**config.mk**
```make
export PLATFORM = sky130hd
export DESIGN_NAME = touch_swipe_gesture_detector_core
export DESIGN_NICKNAME = d
export VERILOG_FILES = /design/src/rtl/tsgd_pkg.sv /design/src/rtl/tsgd_cfg.sv /design/src/rtl/tsgd_state.sv /design/src/rtl/touch_swipe_gesture_detector_core.sv
export SDC_FILE = /design/constraint.sdc
export NUM_CORES = 1
export LEC_CHECK = 0
export BUFFER_PORTS_ARGS = -buffer_cell sky130_fd_sc_hd__buf_2
export CAP_MARGIN = 20
export CORE_MARGIN = 8
export CORE_UTILIZATION = 50
export DETAILED_ROUTE_END_ITERATION = 8
export GPL_TIMING_DRIVEN = 0
export PLACE_DENSITY = 0.69
export SYNTH_ARGS = -nofsm -noshare
export SYNTH_HDL_FRONTEND = slang
export SYNTH_SLANG_ARGS = --single-unit
```
**constraint.sdc**
```tcl
create_clock -name i_clk -period 7.7 [get_ports i_clk]
set_clock_uncertainty 0.15 [all_clocks]
set_input_delay 1.155 -clock i_clk [delete_from_list [all_inputs] [get_ports i_clk]]
set_output_delay 1.155 -clock i_clk [all_outputs]
set_load 0.01 [all_outputs]
```
**src/rtl/tsgd_pkg.sv**
```systemverilog
// Shared types and constants for the touch swipe gesture detector.
// Used by every module of the block; depends on nothing.
`default_nettype none

package tsgd_pkg;

    // Input event kinds
    localparam logic [2:0] KIND_TICK  = 3'd0;
    localparam logic [2:0] KIND_KEY   = 3'd1;
    localparam logic [2:0] KIND_X     = 3'd2;
    localparam logic [2:0] KIND_Y     = 3'd3;
    localparam logic [2:0] KIND_TOUCH = 3'd4;

    // Gesture codes
    localparam logic [2:0] GEST_UP    = 3'd0;
    localparam logic [2:0] GEST_DOWN  = 3'd1;
    localparam logic [2:0] GEST_LEFT  = 3'd2;
    localparam logic [2:0] GEST_RIGHT = 3'd3;
    localparam logic [2:0] GEST_DTAP  = 3'd4;

    // Configuration register indexes
    localparam logic [1:0] CFG_SWIPE_THR = 2'd0;
    localparam logic [1:0] CFG_COOLDOWN  = 2'd1;
    localparam logic [1:0] CFG_TAP_THR   = 2'd2;
    localparam logic [1:0] CFG_DTAP_MS   = 2'd3;

    // Configuration reset values
    localparam logic [14:0] RST_SWIPE_THR = 15'd30;
    localparam logic [15:0] RST_COOLDOWN  = 16'd400;
    localparam logic [14:0] RST_TAP_THR   = 15'd10;
    localparam logic [15:0] RST_DTAP_MS   = 16'd350;

    localparam logic [15:0] MS_SATURATED = 16'hFFFF;
    localparam logic [15:0] KEY_PRESS    = 16'd1;

    typedef struct packed {
        logic [2:0]  kind;
        logic [15:0] value;
        logic [1:0]  key_dir;
        logic        ui_busy;
        logic        settings_busy;
    } t_in_item;

    typedef struct packed {
        logic        gesture_valid;
        logic [2:0]  gesture;
        logic        report_valid;
        logic [15:0] report_x;
        logic [15:0] report_y;
        logic        touched;
        logic        swiping;
    } t_out_item;

    typedef struct packed {
        logic [14:0] swipe_min;
        logic [15:0] cooldown_ms;
        logic [14:0] tap_threshold;
        logic [15:0] double_tap_ms;
    } t_cfg;

    typedef struct packed {
        logic      has_result;
        t_out_item item;
    } t_step_res;

endpackage

`default_nettype wire

```
**src/rtl/tsgd_cfg.sv**
```systemverilog
// APB configuration registers of the gesture detector.
// Depends on tsgd_pkg for the register indexes, reset values and t_cfg.
`default_nettype none

module tsgd_cfg (
    input  wire logic          i_clk,
    input  wire logic          i_rst_n,
    input  wire logic          psel,
    input  wire logic          penable,
    input  wire logic          pwrite,
    input  wire logic [3:0]    paddr,
    input  wire logic [31:0]   pwdata,
    output logic [31:0]        prdata,
    output logic               pready,
    output tsgd_pkg::t_cfg     o_cfg
);

    logic [14:0] r_swipe_thr;
    logic [15:0] r_cooldown;
    logic [14:0] r_tap_thr;
    logic [15:0] r_dtap_ms;
    logic        wr_en;
    logic [1:0]  idx;

    assign pready = 1'b1;
    assign idx    = paddr[3:2];
    assign wr_en  = psel && penable && pwrite && pready;

    // Write the addressed register on the access beat
    always_ff @(posedge i_clk) begin
        if (!i_rst_n) begin
            r_swipe_thr <= tsgd_pkg::RST_SWIPE_THR;
            r_cooldown  <= tsgd_pkg::RST_COOLDOWN;
            r_tap_thr   <= tsgd_pkg::RST_TAP_THR;
            r_dtap_ms   <= tsgd_pkg::RST_DTAP_MS;
        end else if (wr_en) begin
            case (idx)
                tsgd_pkg::CFG_SWIPE_THR: r_swipe_thr <= pwdata[14:0];
                tsgd_pkg::CFG_COOLDOWN:  r_cooldown  <= pwdata[15:0];
                tsgd_pkg::CFG_TAP_THR:   r_tap_thr   <= pwdata[14:0];
                tsgd_pkg::CFG_DTAP_MS:   r_dtap_ms   <= pwdata[15:0];
                default: ;
            endcase
        end
    end

    // Read back the addressed register
    always_comb begin
        case (idx)
            tsgd_pkg::CFG_SWIPE_THR: prdata = {17'd0, r_swipe_thr};
            tsgd_pkg::CFG_COOLDOWN:  prdata = {16'd0, r_cooldown};
            tsgd_pkg::CFG_TAP_THR:   prdata = {17'd0, r_tap_thr};
            tsgd_pkg::CFG_DTAP_MS:   prdata = {16'd0, r_dtap_ms};
            default:                 prdata = 32'd0;
        endcase
    end

    assign o_cfg = '{swipe_min: r_swipe_thr, cooldown_ms: r_cooldown,
                     tap_threshold: r_tap_thr, double_tap_ms: r_dtap_ms};

endmodule

`default_nettype wire

```
**src/rtl/tsgd_state.sv**
```systemverilog
// Gesture state registers and the single-pass classification of one event.
// Depends on tsgd_pkg for item types, codes and the configuration struct.
`default_nettype none

module tsgd_state (
    input  wire logic               i_clk,
    input  wire logic               i_rst_n,
    input  wire tsgd_pkg::t_cfg     i_cfg,
    input  wire tsgd_pkg::t_in_item i_item,
    input  wire logic               i_commit,
    output tsgd_pkg::t_step_res     o_res
);

    logic [15:0] r_cur_x, r_cur_y, r_start_x, r_start_y;
    logic        r_in_progress, r_already_raised, r_touch_now, r_touch_before, r_tap_armed;
    logic [15:0] r_since_gest, r_since_tap;

    logic [15:0] n_cur_x, n_cur_y, n_start_x, n_start_y;
    logic        n_in_progress, n_already_raised, n_touch_now, n_touch_before, n_tap_armed;
    logic [15:0] n_since_gest, n_since_tap;

    logic [15:0] raw_dx, raw_dy, dx, dy, ax, ay;
    logic        dx_pos, dy_pos, busy, raise_ok, pressed;
    logic        swipe_v, swipe_h, is_tap, dtap_hit;
    logic        gvalid, report, has_result;
    logic [2:0]  gcode;

    // Rotated displacement and magnitudes
    assign raw_dx   = r_cur_x - r_start_x;
    assign raw_dy   = r_cur_y - r_start_y;
    assign dx       = raw_dy;
    assign dy       = 16'd0 - raw_dx;
    assign ax       = dx[15] ? (16'd0 - dx) : dx;
    assign ay       = dy[15] ? (16'd0 - dy) : dy;
    assign dx_pos   = (dx != 16'd0) && !dx[15];
    assign dy_pos   = (dy != 16'd0) && !dy[15];

    assign busy     = i_item.ui_busy || i_item.settings_busy;
    assign raise_ok = (r_since_gest >= i_cfg.cooldown_ms) && !busy;
    assign pressed  = i_item.value != 16'd0;

    assign swipe_v  = (ay > ax) && (ay > {1'b0, i_cfg.swipe_min});
    assign swipe_h  = !swipe_v && (ax > ay) && (ax > {1'b0, i_cfg.swipe_min});
    assign is_tap   = (ax <= {1'b0, i_cfg.tap_threshold}) && (ay <= {1'b0, i_cfg.tap_threshold});
    assign dtap_hit = r_tap_armed && (r_since_tap < i_cfg.double_tap_ms);

    // Next state and result for the event
    always_comb begin
        n_cur_x          = r_cur_x;
        n_cur_y          = r_cur_y;
        n_start_x        = r_start_x;
        n_start_y        = r_start_y;
        n_in_progress    = r_in_progress;
        n_already_raised = r_already_raised;
        n_touch_now      = r_touch_now;
        n_touch_before   = r_touch_before;
        n_tap_armed      = r_tap_armed;
        n_since_gest     = r_since_gest;
        n_since_tap      = r_since_tap;
        gvalid           = 1'b0;
        gcode            = tsgd_pkg::GEST_UP;
        report           = 1'b0;
        has_result       = 1'b0;

        case (i_item.kind)
            tsgd_pkg::KIND_TICK: begin
                if (r_since_gest != tsgd_pkg::MS_SATURATED) n_since_gest = r_since_gest + 16'd1;
                if (r_since_tap != tsgd_pkg::MS_SATURATED)  n_since_tap  = r_since_tap + 16'd1;
            end
            tsgd_pkg::KIND_KEY: begin
                if (i_item.value == tsgd_pkg::KEY_PRESS && !i_item.ui_busy) begin
                    n_already_raised = 1'b1;
                    if (raise_ok) begin
                        gvalid       = 1'b1;
                        gcode        = {1'b0, i_item.key_dir};
                        n_since_gest = 16'd0;
                    end
                end
                has_result = gvalid;
            end
            tsgd_pkg::KIND_X: n_cur_x = i_item.value;
            tsgd_pkg::KIND_Y: n_cur_y = i_item.value;
            tsgd_pkg::KIND_TOUCH: begin
                report      = 1'b1;
                has_result  = 1'b1;
                n_touch_now = pressed;
                if (pressed && !r_touch_before) begin
                    // Touch start: latch the start point
                    n_start_x        = r_cur_x;
                    n_start_y        = r_cur_y;
                    n_in_progress    = 1'b1;
                    n_already_raised = busy;
                end else if (!pressed) begin
                    // Release: classify the displacement
                    if (!r_already_raised && r_in_progress && !i_item.ui_busy) begin
                        if (swipe_v) begin
                            if (raise_ok) begin
                                gvalid       = 1'b1;
                                gcode        = dy_pos ? tsgd_pkg::GEST_DOWN : tsgd_pkg::GEST_UP;
                                n_since_gest = 16'd0;
                            end
                        end else if (swipe_h) begin
                            if (raise_ok) begin
                                gvalid       = 1'b1;
                                gcode        = dx_pos ? tsgd_pkg::GEST_RIGHT
                                                      : tsgd_pkg::GEST_LEFT;
                                n_since_gest = 16'd0;
                            end
                        end else if (is_tap) begin
                            if (dtap_hit) begin
                                n_tap_armed = 1'b0;
                                if (raise_ok) begin
                                    gvalid       = 1'b1;
                                    gcode        = tsgd_pkg::GEST_DTAP;
                                    n_since_gest = 16'd0;
                                end
                            end else begin
                                n_tap_armed = 1'b1;
                                n_since_tap = 16'd0;
                            end
                        end
                    end
                    n_in_progress    = 1'b0;
                    n_already_raised = 1'b0;
                end
                n_touch_before = pressed;
            end
            default: ;
        endcase
    end

    // Advance the state when the event is committed
    always_ff @(posedge i_clk) begin
        if (!i_rst_n) begin
            r_cur_x          <= 16'd0;
            r_cur_y          <= 16'd0;
            r_start_x        <= 16'd0;
            r_start_y        <= 16'd0;
            r_in_progress    <= 1'b0;
            r_already_raised <= 1'b0;
            r_touch_now      <= 1'b0;
            r_touch_before   <= 1'b0;
            r_tap_armed      <= 1'b0;
            r_since_gest     <= tsgd_pkg::MS_SATURATED;
            r_since_tap      <= tsgd_pkg::MS_SATURATED;
        end else if (i_commit) begin
            r_cur_x          <= n_cur_x;
            r_cur_y          <= n_cur_y;
            r_start_x        <= n_start_x;
            r_start_y        <= n_start_y;
            r_in_progress    <= n_in_progress;
            r_already_raised <= n_already_raised;
            r_touch_now      <= n_touch_now;
            r_touch_before   <= n_touch_before;
            r_tap_armed      <= n_tap_armed;
            r_since_gest     <= n_since_gest;
            r_since_tap      <= n_since_tap;
        end
    end

    assign o_res.has_result         = has_result;
    assign o_res.item.gesture_valid = gvalid;
    assign o_res.item.gesture       = gvalid ? gcode : 3'd0;
    assign o_res.item.report_valid  = report;
    assign o_res.item.report_x      = report ? n_cur_x : 16'd0;
    assign o_res.item.report_y      = report ? n_cur_y : 16'd0;
    assign o_res.item.touched       = n_touch_now;
    assign o_res.item.swiping       = n_in_progress;

endmodule

`default_nettype wire

```
**src/rtl/touch_swipe_gesture_detector_core.sv**
```systemverilog
// An accepted event is held in the input register and classified in a single pass; its
// result is then loaded into the result register and offered from there.
// Throughput: one event per cycle; an event with a result waits in the input register
// only while a stalled beat holds the result register, and that stalls the input.
// Reset clears the handshake, the touch state and the tap flag, saturates both
// millisecond counters and loads the default thresholds and intervals.
`default_nettype none

module touch_swipe_gesture_detector_core (
    input  wire logic                i_clk,
    input  wire logic                i_rst_n,
    input  wire logic                i_in_valid,
    output logic                     o_in_stall,
    input  wire tsgd_pkg::t_in_item  i_in_item,
    output logic                     o_out_valid,
    input  wire logic                i_out_stall,
    output tsgd_pkg::t_out_item      o_out_item,
    input  wire logic                psel,
    input  wire logic                penable,
    input  wire logic                pwrite,
    input  wire logic [3:0]          paddr,
    input  wire logic [31:0]         pwdata,
    output logic [31:0]              prdata,
    output logic                     pready
);

    tsgd_pkg::t_cfg      cfg;
    tsgd_pkg::t_step_res res;
    tsgd_pkg::t_in_item  r_s1_item;
    tsgd_pkg::t_out_item r_out_item;
    logic                r_s1_valid, r_out_valid;
    logic                out_free, s1_go;

    tsgd_cfg u_cfg (
        .i_clk   (i_clk),
        .i_rst_n (i_rst_n),
        .psel    (psel),
        .penable (penable),
        .pwrite  (pwrite),
        .paddr   (paddr),
        .pwdata  (pwdata),
        .prdata  (prdata),
        .pready  (pready),
        .o_cfg   (cfg)
    );

    tsgd_state u_state (
        .i_clk    (i_clk),
        .i_rst_n  (i_rst_n),
        .i_cfg    (cfg),
        .i_item   (r_s1_item),
        .i_commit (s1_go),
        .o_res    (res)
    );

    // Stage one advances when its result, if any, has room
    assign out_free   = !r_out_valid || !i_out_stall;
    assign s1_go      = r_s1_valid && (!res.has_result || out_free);
    assign o_in_stall = r_s1_valid && !s1_go;

    // Input register: take a beat whenever not stalled
    always_ff @(posedge i_clk) begin
        if (!i_rst_n) begin
            r_s1_valid <= 1'b0;
        end else if (!o_in_stall) begin
            r_s1_valid <= i_in_valid;
        end
    end

    always_ff @(posedge i_clk) begin
        if (!o_in_stall && i_in_valid) begin
            r_s1_item <= i_in_item;
        end
    end

    // Result register: load a new result, drop a delivered one
    always_ff @(posedge i_clk) begin
        if (!i_rst_n) begin
            r_out_valid <= 1'b0;
        end else if (s1_go && res.has_result) begin
            r_out_valid <= 1'b1;
        end else if (!i_out_stall) begin
            r_out_valid <= 1'b0;
        end
    end

    always_ff @(posedge i_clk) begin
        if (s1_go && res.has_result) begin
            r_out_item <= res.item;
        end
    end

    assign o_out_valid = r_out_valid;
    assign o_out_item  = r_out_item;

endmodule

`default_nettype wire

```
==> report_table.html <==
<table>
<tr><th>Metric</th><th>Value</th></tr>
<tr><th colspan="2">Setup path</th></tr>
<tr><td>Critical path arrival</td><td>6690 ps</td></tr>
<tr><td>Startpoint type of the worst setup path</td><td>register</td></tr>
<tr><td>Max Fanout on Critical Path</td><td>10</td></tr>
<tr><td>Category of the worst setup path capture point</td><td>register</td></tr>
<tr><td>Required time of the critical path</td><td>7900 ps</td></tr>
<tr><td>Biggest cell delay along the critical path</td><td>440 ps</td></tr>
<tr><td>Critical path's slowest cell</td><td>dfxtp_1</td></tr>
<tr><td>Critical Path, Cell by Cell</td><td>ha_1 -&gt; inv_1 -&gt; fa_1 -&gt; a211oi_2 -&gt; o21ai_0 -&gt; a31oi_1 -&gt; xor2_1 -&gt; o2111ai_2 -&gt; or2_2 -&gt; o21ai_0 -&gt; xnor2_1 -&gt; ha_1 -&gt; a21o_1 -&gt; a21oi_1 -&gt; and3b_1 -&gt; o211ai_1 -&gt; a22o_2 -&gt; a2111oi_2 -&gt; o31ai_4 -&gt; a21oi_2 -&gt; buf_2 -&gt; o2111ai_1</td></tr>
<tr><td>Worst setup path category</td><td>register to register</td></tr>
<tr><th colspan="2">Timing</th></tr>
<tr><td>Final Hold Viols</td><td>0</td></tr>
<tr><td>FMAX</td><td>154.2 MHz</td></tr>
<tr><td>Sum of negative setup slack</td><td>0 ps</td></tr>
<tr><td>Final period demand of the worst path</td><td>6485 ps</td></tr>
<tr><td>Worst Max-Slew Pin Slew</td><td>1114 ps</td></tr>
<tr><td>Ratio of final minimum period to clock period</td><td>0.8422</td></tr>
<tr><td>Slew margin rel.</td><td>0.2521</td></tr>
<tr><td>Setup repair after global routing missed its margin</td><td>no</td></tr>
<tr><td>Final setup violating endpoints</td><td>0</td></tr>
<tr><td>Max-slew violation count</td><td>0</td></tr>
<tr><th colspan="2">Drt</th></tr>
<tr><td>Detailed-router iteration count before antenna repair</td><td>5</td></tr>
<tr><td>Wire length reported by the detailed router</td><td>42,760 µm</td></tr>
<tr><td>DRC</td><td>0</td></tr>
<tr><td>Wire per inst</td><td>18.99 µm</td></tr>
<tr><td>Via Count</td><td>13,030</td></tr>
<tr><td>Iteration-0 DRC Markers</td><td>1,012</td></tr>
<tr><td>Vias per cell</td><td>5.787</td></tr>
<tr><td>Count of nets left with antenna violations after detail routing</td><td>0</td></tr>
<tr><th colspan="2">Power and ir drop</th></tr>
<tr><td>Reported net switching power</td><td>1169 µW</td></tr>
<tr><td>Proportion of power drawn by the clock network</td><td>0.343</td></tr>
<tr><td>Sequential power share</td><td>0.358</td></tr>
<tr><td>Cell Int Power</td><td>2399 µW</td></tr>
<tr><td>Leak</td><td>0.007231 µW</td></tr>
<tr><td>Fraction of power spent switching nets</td><td>0.3276</td></tr>
<tr><td>Total power divided by cell area</td><td>214.9 nW/µm²</td></tr>
<tr><td>Maximum vdd ir drop</td><td>164.4 µV</td></tr>
<tr><td>Fraction of power consumed by combinational cells</td><td>0.299</td></tr>
<tr><th colspan="2">Finish</th></tr>
<tr><td>Post-route core utilization</td><td>0.5768</td></tr>
<tr><td>Share of cells above drive strength 1</td><td>0.1333</td></tr>
<tr><td>Final instance area</td><td>16,600 µm²</td></tr>
<tr><td>Diodes inserted</td><td>0</td></tr>
<tr><td>Growth of design area from synthesis to finish</td><td>13.24%</td></tr>
<tr><td>Nets@finish</td><td>2,059</td></tr>
<tr><th colspan="2">CTS</th></tr>
<tr><td>Number of cells upsized or downsized after cts</td><td>0</td></tr>
<tr><td>Clock latency on the worst-skew pair</td><td>540 ps</td></tr>
<tr><td>H-Tree Depth</td><td>1</td></tr>
<tr><td>Total clock buffers created by CTS</td><td>25</td></tr>
<tr><td># Post-CTS Setup Buffers</td><td>0</td></tr>
<tr><td>Count of clock tree sinks</td><td>227</td></tr>
<tr><td>Clock Tree Buf Depth</td><td>3</td></tr>
<tr><td>CTS clk-pin slew, worst paths</td><td>60 ps</td></tr>
<tr><td>CTS tree</td><td>built</td></tr>
<tr><td>Hold-fix buffer count after cts</td><td>0</td></tr>
<tr><td>Cell chosen for the clock root</td><td>clkbuf_16</td></tr>
<tr><th colspan="2">Global routing</th></tr>
<tr><td>Total Routing Usage GR</td><td>0.2359</td></tr>
<tr><td>Largest net degree at the start of global routing</td><td>33</td></tr>
<tr><td>First-pass GRT wire length</td><td>67,780 µm</td></tr>
<tr><td>Residual overflow from global routing</td><td>0</td></tr>
<tr><td>Number of global-route vias before repair</td><td>12,540</td></tr>
<tr><td>Initial antenna violation count</td><td>0</td></tr>
<tr><th colspan="2">Logic synthesis</th></tr>
<tr><td>Commonest register cell after synthesis</td><td>dfxtp_1</td></tr>
<tr><td>Number of synthesized register bits</td><td>227</td></tr>
<tr><td>Count of different cell masters after synthesis</td><td>99</td></tr>
<tr><td>Syn avg cell area</td><td>8.619 µm²</td></tr>
<tr><td>Synth Instances</td><td>1,701</td></tr>
<tr><td>Area of the mapped netlist</td><td>14,660 µm²</td></tr>
<tr><td>Share of the yosys chip area belonging to registers</td><td>0.3523</td></tr>
<tr><td>Number of synthesis warnings</td><td>0</td></tr>
<tr><td>Number of synthesized flops with an enable pin</td><td>62</td></tr>
<tr><td>Share of synthesized registers carrying an async set or reset</td><td>0</td></tr>
<tr><th colspan="2">Run status</th></tr>
<tr><td>Outcome</td><td>complete, no violations</td></tr>
<tr><th colspan="2">Die</th></tr>
<tr><td>Height of the die</td><td>187.2 µm</td></tr>
<tr><td>Die boundary width</td><td>187.2 µm</td></tr>
<tr><td>Effective utilization at floorplan</td><td>0.5094</td></tr>
<tr><td>DIE AREA</td><td>35,060 µm²</td></tr>
<tr><td>Placement Rows</td><td>62</td></tr>
<tr><td>Floorplan core area</td><td>28,780 µm²</td></tr>
<tr><td>IO Pins</td><td>140</td></tr>
<tr><th colspan="2">Place</th></tr>
<tr><td>Final weighted congestion of routability-driven global placement</td><td>0.9295</td></tr>
<tr><td>I/O Buffers</td><td>104</td></tr>
<tr><td>HPWL after detailed placement</td><td>33,700 µm</td></tr>
<tr><td>Placed Area</td><td>15,760 µm²</td></tr>
<tr><th colspan="2">Job</th></tr>
<tr><td>Max capacitance violation total</td><td>0</td></tr>
<tr><th colspan="2">Hold path</th></tr>
<tr><td>Worst min-delay path class</td><td>register to register</td></tr>
</table>
-- power by group through the flow --
stage | Sequential (µW) | Combinational, µW | Clock (µW)
floorplan | 1290 | 783 | 0
global placement | 1300 | 1020 | 0
detailed placement | 1300 | 1050 | 0
CTS | 1280 | 1060 | 1240
global route | 1280 | 1180 | 1280
finish | 1280 | 1070 | 1220
-- final cells by class --
class | count | area, µm²
inverters | 138 | 518.0
well taps | 384 | 480.5
multi-input cells | 1268 | 8603
repair buffers | 107 | 560.5
clock buffers | 32 | 671.9
clock inverters | 13 | 161.4
fillers | 2610 | 12180
plain buffers | 83 | 440.4
flip-flops and latches | 227 | 5165
-- through the flow --
stage | worst slack (ps) | hold WS (ps) | std cells | power, µW
after global routing | 1017 | 316.8 | 2252 | 3736
after floorplan | 2336 | 283.7 | 1716 | 2074
after global placement | 1414 | 291.3 | 2204 | 2322
after CTS | 1306 | 305.4 | 2251 | 3569
final | 1215 | 303.7 | 2252 | 3568
after detailed placement | 1362 | 297.0 | 2206 | 2352
-- placed cells by master (no fill, tap or decap), types with 7 or more instances in the layout --
cell type / n
nand2_1: 236
dfxtp_1: 165
a21oi_1: 158
ha_1: 141
inv_1: 137
nor2_1: 121
buf_2: 113
edfxtp_1: 62
o21ai_0: 53
clkbuf_1: 51
a21o_1: 45
nand3_1: 42
nor3_1: 37
mux2i_1: 35
xnor2_1: 34
o211ai_1: 31
and3_1: 29
clkbuf_16: 25
nand4_1: 22
buf_4: 17
conb_1: 17
mux4_2: 15
nand2b_1: 13
a211o_1: 12
o21ai_1: 12
o21a_1: 11
or2_2: 11
a211oi_1: 11
nor2b_1: 10
xor2_1: 10
a311oi_1: 10
nor4_1: 9
a31oi_1: 9
and2_1: 7
or3_1: 7
o311ai_0: 7
-- worst max-delay path, delay by kind of cell, from the launching register on --
kind,cells,cell delay [ps]
AO/OA/AOI/OAI,13,3110
XOR/XNOR,2,640
adder cells (fa/ha/maj),3,1040
buffers and inverters,2,350
flip-flops,1,440
AND/OR/NAND/NOR,2,550
-- routing by layer --
| metal | track usage | routed length, µm |
|---|---|---|
| met1 | 0.2936 | 18160 |
| met5 | 0 | 0 |
| met3 | 0.03747 | 2651 |
| met4 | 0.09621 | 1905 |
| met2 | 0.4014 | 20040 |
-- cells in the mapped netlist (11+ instances only) --
| library cell | n | area share |
|---|---|---|
| and3_1 | 29 | 0.012 |
| mux4_2 | 15 | 0.023 |
| o21ai_0 | 53 | 0.018 |
| clkbuf_1 | 46 | 0.012 |
| dfxtp_1 | 165 | 0.23 |
| nor2_1 | 122 | 0.031 |
| a21o_1 | 45 | 0.023 |
| o21a_1 | 11 | 0.0056 |
| buf_4 | 17 | 0.0087 |
| nor3_1 | 37 | 0.013 |
| mux2i_1 | 35 | 0.024 |
| o211ai_1 | 31 | 0.016 |
| nand2b_1 | 13 | 0.0055 |
| nand2_1 | 236 | 0.060 |
| a211o_1 | 12 | 0.0072 |
| or2_2 | 11 | 0.0047 |
| nor2b_1 | 11 | 0.0047 |
| xnor2_1 | 34 | 0.020 |
| a21oi_1 | 158 | 0.054 |
| nand4_1 | 22 | 0.0094 |
| ha_1 | 141 | 0.12 |
| a211oi_1 | 11 | 0.0056 |
| nand3_1 | 42 | 0.014 |
| o21ai_1 | 12 | 0.0041 |
| inv_1 | 137 | 0.035 |
| edfxtp_1 | 62 | 0.13 |
-- sequential cells by signal, indices dropped and copies added (netlist names), 16 cells and up --
| signal | cells |
|---|---|
| u_cfg.r_dtap_ms | 16 |
| u_state.r_cur_x | 16 |
| u_cfg.r_cooldown | 16 |
| o_out_item | 39 |
| u_state.r_start_x | 16 |
| u_state.r_cur_y | 16 |
| u_state.r_since_gest | 16 |
| u_state.r_since_tap | 16 |
| u_state.r_start_y | 16 |
| r_s1_item | 23 |
-- path summary, 6_finish.rpt --
path | from | to | slack [ps] | cells after the start
min reg2reg | u_state.r_start_y[13] | u_state.r_start_y[13] | 300 | 2
min | u_state.r_start_y[13] | u_state.r_start_y[13] | 300 | 2
max | u_state.r_cur_x[0] | u_state.r_since_gest[6] | 1210 | 22
max reg2reg | u_state.r_cur_x[0] | u_state.r_since_gest[6] | 1210 | 22
-- cell families after synthesis --
family / after synthesis / share of synthesized area
compound gates: 427 / 0.1955
xor+xnor: 45 / 0.02740
fa+ha+maj: 143 / 0.1231
buf+inv: 221 / 0.06537
flops: 227 / 0.3523
mux: 51 / 0.04771
other cells: 2 / 0.0005123
simple gates: 585 / 0.1881
Power figures use the tool's default switching activity.
